File: src/rtl/sfc_pkg.sv
// Package for the segment free list with coalescing.
// Holds default sizes, status and function codes, the controller state type
// and the command and status structs shared by the controller and datapath.
package sfc_pkg;

    // Default sizes.
    localparam int ALLOC_SLOTS_DEF = 64;
    localparam int FREE_SLOTS_DEF  = 64;
    localparam int ADDR_BITS_DEF   = 32;

    // Request function codes.
    localparam logic [1:0] FN_RECORD = 2'd0;
    localparam logic [1:0] FN_FREE   = 2'd1;
    localparam logic [1:0] FN_SEED   = 2'd2;
    localparam logic [1:0] FN_NONE   = 2'd3;

    // Result status codes.
    localparam logic [1:0] STS_OK        = 2'd0;
    localparam logic [1:0] STS_NULL      = 2'd1;
    localparam logic [1:0] STS_NOT_FOUND = 2'd2;
    localparam logic [1:0] STS_FULL      = 2'd3;

    typedef enum logic [3:0] {
        S_IDLE,
        S_DISPATCH,
        S_AL_SCAN,
        S_FR_RD,
        S_FR_CHK,
        S_FS_RD,
        S_FS_CHK,
        S_DEC_LO,
        S_DEC_UP,
        S_ACT,
        S_SH_RD,
        S_SH_WR,
        S_FREED,
        S_DONE
    } t_state;

    // Commands from the controller to the datapath.
    typedef struct packed {
        logic       load;
        logic       a_inc;
        logic       a_write;
        logic       a_clear;
        logic       cap_found;
        logic       cap_lo;
        logic       cap_up;
        logic       dec_lo;
        logic       dec_up;
        logic       wr_merge;
        logic       sh_down;
        logic       sh_up;
        logic       sh_rd;
        logic       sh_wr;
        logic       sh_fin;
        logic       set_st;
        logic [1:0] st_val;
        logic       out_load;
    } t_cmd;

    // Status from the datapath to the controller.
    typedef struct packed {
        logic [1:0] func;
        logic       null_addr;
        logic       slot_valid;
        logic       a_last;
        logic       start_match;
        logic       f_at_end;
        logic       f_less;
        logic       mlo;
        logic       mup;
        logic       full;
        logic       sh_end;
    } t_sts;

endpackage

File: src/rtl/sfc_ctrl.sv
// Controller state machine of the segment free list.
// Depends on sfc_pkg; drives sfc_dp through the command struct.
module sfc_ctrl (
    input  logic          i_clk,
    input  logic          i_rst_n,
    input  logic          i_in_valid,
    output logic          o_in_ready,
    output logic          o_out_valid,
    input  logic          i_out_ready,
    input  sfc_pkg::t_sts i_sts,
    output sfc_pkg::t_cmd o_cmd
);

    sfc_pkg::t_state r_state, n_state;
    logic            r_out_valid, n_out_valid;
    sfc_pkg::t_cmd   cmd;
    logic            out_free;

    assign out_free = !r_out_valid || i_out_ready;

    // State and result valid registers.
    always_ff @(posedge i_clk) begin
        if (!i_rst_n) begin
            r_state     <= sfc_pkg::S_IDLE;
            r_out_valid <= 1'b0;
        end else begin
            r_state     <= n_state;
            r_out_valid <= n_out_valid;
        end
    end

    // Result valid holds until taken, and is set when a result is loaded.
    always_comb begin
        n_out_valid = r_out_valid && !i_out_ready;
        if (cmd.out_load) begin
            n_out_valid = 1'b1;
        end
    end

    // Next state.
    always_comb begin
        n_state = r_state;
        case (r_state)
            sfc_pkg::S_IDLE: begin
                if (i_in_valid) n_state = sfc_pkg::S_DISPATCH;
            end
            sfc_pkg::S_DISPATCH: begin
                if (i_sts.func == sfc_pkg::FN_NONE || i_sts.null_addr) begin
                    n_state = sfc_pkg::S_DONE;
                end else if (i_sts.func == sfc_pkg::FN_RECORD) begin
                    n_state = sfc_pkg::S_AL_SCAN;
                end else if (i_sts.func == sfc_pkg::FN_FREE) begin
                    n_state = sfc_pkg::S_FR_RD;
                end else begin
                    n_state = sfc_pkg::S_FS_RD;
                end
            end
            sfc_pkg::S_AL_SCAN: begin
                if (!i_sts.slot_valid || i_sts.a_last) n_state = sfc_pkg::S_DONE;
            end
            sfc_pkg::S_FR_RD: n_state = sfc_pkg::S_FR_CHK;
            sfc_pkg::S_FR_CHK: begin
                if (i_sts.slot_valid && i_sts.start_match) begin
                    n_state = sfc_pkg::S_FS_RD;
                end else if (i_sts.a_last) begin
                    n_state = sfc_pkg::S_DONE;
                end else begin
                    n_state = sfc_pkg::S_FR_RD;
                end
            end
            sfc_pkg::S_FS_RD: begin
                n_state = i_sts.f_at_end ? sfc_pkg::S_DEC_LO : sfc_pkg::S_FS_CHK;
            end
            sfc_pkg::S_FS_CHK: begin
                n_state = i_sts.f_less ? sfc_pkg::S_FS_RD : sfc_pkg::S_DEC_LO;
            end
            sfc_pkg::S_DEC_LO: n_state = sfc_pkg::S_DEC_UP;
            sfc_pkg::S_DEC_UP: n_state = sfc_pkg::S_ACT;
            sfc_pkg::S_ACT: begin
                if (i_sts.mlo && i_sts.mup) begin
                    n_state = sfc_pkg::S_SH_RD;
                end else if (i_sts.mlo || i_sts.mup) begin
                    n_state = sfc_pkg::S_FREED;
                end else if (i_sts.full) begin
                    n_state = sfc_pkg::S_DONE;
                end else begin
                    n_state = sfc_pkg::S_SH_RD;
                end
            end
            sfc_pkg::S_SH_RD: begin
                n_state = i_sts.sh_end ? sfc_pkg::S_FREED : sfc_pkg::S_SH_WR;
            end
            sfc_pkg::S_SH_WR: n_state = sfc_pkg::S_SH_RD;
            sfc_pkg::S_FREED: n_state = sfc_pkg::S_DONE;
            sfc_pkg::S_DONE: begin
                if (out_free) n_state = sfc_pkg::S_IDLE;
            end
            default: n_state = sfc_pkg::S_IDLE;
        endcase
    end

    // Commands.
    always_comb begin
        cmd = '0;
        case (r_state)
            sfc_pkg::S_IDLE: begin
                cmd.load = i_in_valid;
            end
            sfc_pkg::S_DISPATCH: begin
                if (i_sts.func != sfc_pkg::FN_NONE && i_sts.null_addr) begin
                    cmd.set_st = 1'b1;
                    cmd.st_val = sfc_pkg::STS_NULL;
                end
            end
            sfc_pkg::S_AL_SCAN: begin
                if (!i_sts.slot_valid) begin
                    cmd.a_write = 1'b1;
                end else if (i_sts.a_last) begin
                    cmd.set_st = 1'b1;
                    cmd.st_val = sfc_pkg::STS_FULL;
                end else begin
                    cmd.a_inc = 1'b1;
                end
            end
            sfc_pkg::S_FR_CHK: begin
                if (i_sts.slot_valid && i_sts.start_match) begin
                    cmd.cap_found = 1'b1;
                end else if (i_sts.a_last) begin
                    cmd.set_st = 1'b1;
                    cmd.st_val = sfc_pkg::STS_NOT_FOUND;
                end else begin
                    cmd.a_inc = 1'b1;
                end
            end
            sfc_pkg::S_FS_CHK: begin
                cmd.cap_lo = i_sts.f_less;
                cmd.cap_up = !i_sts.f_less;
            end
            sfc_pkg::S_DEC_LO: cmd.dec_lo = 1'b1;
            sfc_pkg::S_DEC_UP: cmd.dec_up = 1'b1;
            sfc_pkg::S_ACT: begin
                if (i_sts.mlo || i_sts.mup) begin
                    cmd.wr_merge = 1'b1;
                    cmd.sh_down  = i_sts.mlo && i_sts.mup;
                end else if (i_sts.full) begin
                    cmd.set_st = 1'b1;
                    cmd.st_val = sfc_pkg::STS_FULL;
                end else begin
                    cmd.sh_up = 1'b1;
                end
            end
            sfc_pkg::S_SH_RD: begin
                cmd.sh_rd  = !i_sts.sh_end;
                cmd.sh_fin = i_sts.sh_end;
            end
            sfc_pkg::S_SH_WR: cmd.sh_wr = 1'b1;
            sfc_pkg::S_FREED: begin
                cmd.a_clear = (i_sts.func == sfc_pkg::FN_FREE);
            end
            sfc_pkg::S_DONE: cmd.out_load = out_free;
            default: cmd = '0;
        endcase
    end

    assign o_cmd       = cmd;
    assign o_in_ready  = (r_state == sfc_pkg::S_IDLE);
    assign o_out_valid = r_out_valid;

endmodule

File: config.mk
export PLATFORM = sky130hd
export DESIGN_NAME = sfc_ctrl
export DESIGN_NICKNAME = d
export VERILOG_FILES = /design/src/rtl/sfc_pkg.sv /design/src/rtl/sfc_ctrl.sv
export SDC_FILE = /design/constraint.sdc
export NUM_CORES = 1
export LEC_CHECK = 0
export BUFFER_PORTS_ARGS = -buffer_cell sky130_fd_sc_hd__buf_4
export CORE_MARGIN = 4
export CORE_UTILIZATION = 40
export DETAILED_ROUTE_END_ITERATION = 16
export PLACE_DENSITY = 0.72
export SLEW_MARGIN = 20
export SYNTH_ARGS = -nofsm -noshare
export SYNTH_HDL_FRONTEND = slang
export SYNTH_SLANG_ARGS = --single-unit
export TNS_END_PERCENT = 20
File: constraint.sdc
create_clock -name i_clk -period 2.3 [get_ports i_clk]
set_input_delay 0.69 -clock i_clk [delete_from_list [all_inputs] [get_ports i_clk]]
set_output_delay 0.69 -clock i_clk [all_outputs]
set_load 0.005 [all_outputs]
==> flow_summary.toml <==
[cells_and_area]
n_fill_cell = 153
layout.nets = 153
drive_gt1_share_pct = 40.44
n_antenna_cell = 0
mostFrequentLayoutCell = "buf_4"
syn_to_final_growth_pct = 47.76
mostFrequentLayoutCells = "buf_4, nor2_1, a21oi_1"

[timing]
holdWs_ns = 0.6038
rsz0062_at_grt = "yes"
relSlewSlack_pct = 76.94
fmax_mhz = 444.0
setup_ws_ns = 0.04757
finalHoldViolCount = 0
setup_viol = 0
tightest_slew_ns = 0.3410
maxSlewViolCount = 0
skew_ns = 0.009020
period_share_pct = 97.93
fin_crit_ns = 2.252

[placement]
dp_slack_ns = 0.1151
gp_congestion = 0.8531
portBuffers = 36
dp_hpwl_um = 1683

[floorplanning]
io_pins = 37
start_util_pct = 44.21
die_h_um = 49.74
die-area_um2 = 2474
core_area_um2 = 1577
rows = 14
fp.dieW_um = 49.74

[flow_run]
cap_violations = 0

[cts]
clk_latency_ns = 0.24
cts.sinks = 5
cts.clk_slew.worst_paths_ns = 0.05
cts_buffers = 3
hold_buffers = 0
cts_setup_buffers = 0
htree_levels = 1
cts_max_path_buffers = 2
cts_root_buffer = "clkbuf_4"
cts_tree = "done"

[critical_path]
cp_max_fo = 6
arrival_ns = 1.56
critPathRequiredTime_ns = 1.61
critPathLaunch = "r_state[3]$_SDFFE_PN0P_"
start_kind = "flip-flop"
r2r-start = "r_state[3]$_SDFFE_PN0P_"
worstSetupPathType = "flip-flop to primary output"
worstSetupEndpointType = "primary output"

[logic_synthesis]
ys_seq_area_share_pct = 14.36
synth_fp_nets = 112
synth_area_um2 = 696.9
synth-xor-area-share_pct = 1.257
synth_ff_type = "dfxtp_1"
synth_seq_cells = 5
synth_area_per_cell_um2 = 7.260
synth_edf_count = 0
synth_fa_ha_area_share_pct = 0
yosys.area_share.simple_pct = 47.40
synth_compound_area_share_pct = 26.21
syn-instance-count = 96
yosys.cell_types.count = 37
ys_async_sr_fraction_pct = 0
synth_mux_area_share_pct = 0
synth_top_family_by_area = "simple AND/OR/NAND/NOR gates"
ys_warn_count = 0

[power]
power.density_nw_per_um2 = 900.1
p_leak_uw = 0.0004720
peakVddDrop_mv = 0.3716

[detailed_routing]
drtIter0Drc = 10
route.final.wire_length_um = 2091
via_per_inst = 5.612
dr.pass1.iters = 4
vias = 853
final_antenna_net_count = 0
route.detailed.drc = 0
wl_per_cell_um = 13.76

[global_routing]
grt_usage_pct = 17.46
antenna_found_initial = 0
grt_pass1_vias = 809
grt_pass1_wl_um = 3498
grt_max_degree = 14
grt_overflow_total = 0

[worst_hold_path]
min_from = "o_out_valid$_SDFF_PN0_"
hold_class = "flip-flop to flip-flop"

[outcome]
status = "finished clean"
## report_power, final
group	total (uW)	switching [uW]	internal, uW
Combinational	626	302	324
Sequential	201	79.8	121
Clock	101	35.1	65.5
Total	927	417	510
## cells by family (layout without fill, tap and decap cells)
group,Yosys count,after routing
and+or+nand+nor,52,52
AOI/OAI and AO/OA,27,27
buffers and inverters,11,51
DFF,5,5
xor gates and xnor gates,1,1
## final timing paths
path                              to  slack, ns  depth (start not counted)
min reg2reg   o_out_valid$_SDFF_PN0_       0.60                          2
min           o_out_valid$_SDFF_PN0_       0.60                          2
max                        o_cmd[17]       0.05                          5
max reg2reg  r_state[1]$_SDFFE_PN0P_       0.54                          5
## registers in the layout, summed over array words and instances (netlist names)
name         flops
o_out_valid      1
r_state          4
## worst max-delay path, stage by stage, from the launching register on
cell	delay, ns
dfxtp_1	0.39
nor4b_1	0.40
buf_4	0.18
a22oi_1	0.07
nor2_1	0.15
buf_4	0.13
## layer usage
metal  share of wire, %  global-route usage [%]
met1                 44                   21.34
met2                 50                   31.06
met3                5.6                   2.410
met4                  0                   5.530
met5                  0                       0
## through the flow
stage / area, um2 / TNS [ns] / instances / power [uW] / util (%)
6_report: 1030 / 0 / 152 / 926.9 / 65.32
5_1_grt: 1030 / -0.1562 / 152 / 1004 / 65.32
4_1_cts: 1005 / 0 / 152 / 882.9 / 63.73
3_5_place_dp: 972.2 / 0 / 148 / 775.3 / 61.67
3_3_place_gp: 972.2 / 0 / 148 / 759.1 / 61.67
2_1_floorplan: 696.9 / 0 / 96 / 588.2 / -
## Yosys cell counts, drive strengths merged (2+ instances only)
| cell | n | area, um2 |
|---|---|---|
| buf | 5 | 52.55 |
| o21ai | 5 | 25.02 |
| or2b | 2 | 18.77 |
| nand3 | 4 | 25.02 |
| inv | 6 | 22.52 |
| a21o | 2 | 15.01 |
| o2bb2ai | 2 | 17.52 |
| a211oi | 3 | 22.52 |
| nor2 | 8 | 30.03 |
| dfxtp | 5 | 100.1 |
| nor3 | 7 | 40.04 |
| nand2 | 6 | 22.52 |
| nor4b | 3 | 32.53 |
| or3 | 2 | 12.51 |
| nand2b | 6 | 37.54 |
| a21oi | 7 | 35.03 |
| nor2b | 3 | 18.77 |
| a311oi | 2 | 17.52 |
| and2 | 5 | 31.28 |
## final cells by class
cell class / count / area, um2 / area share, %
multi-input cells: 80 / 545.5 / 52.98
repair buffers: 41 / 311.5 / 30.26
flip-flops and latches: 5 / 103.9 / 10.09
inverters: 6 / 22.52 / 2.187
clock buffers: 4 / 26.28 / 2.552
well taps: 16 / 20.02 / 1.944
## repair_timing
action | 4_1_cts | 5_1_grt
pin swaps | 0 | 1
gates resized for setup | 2 | 6
setup endpoints to repair | 4 | 13
Power figures use the tool's default switching activity.
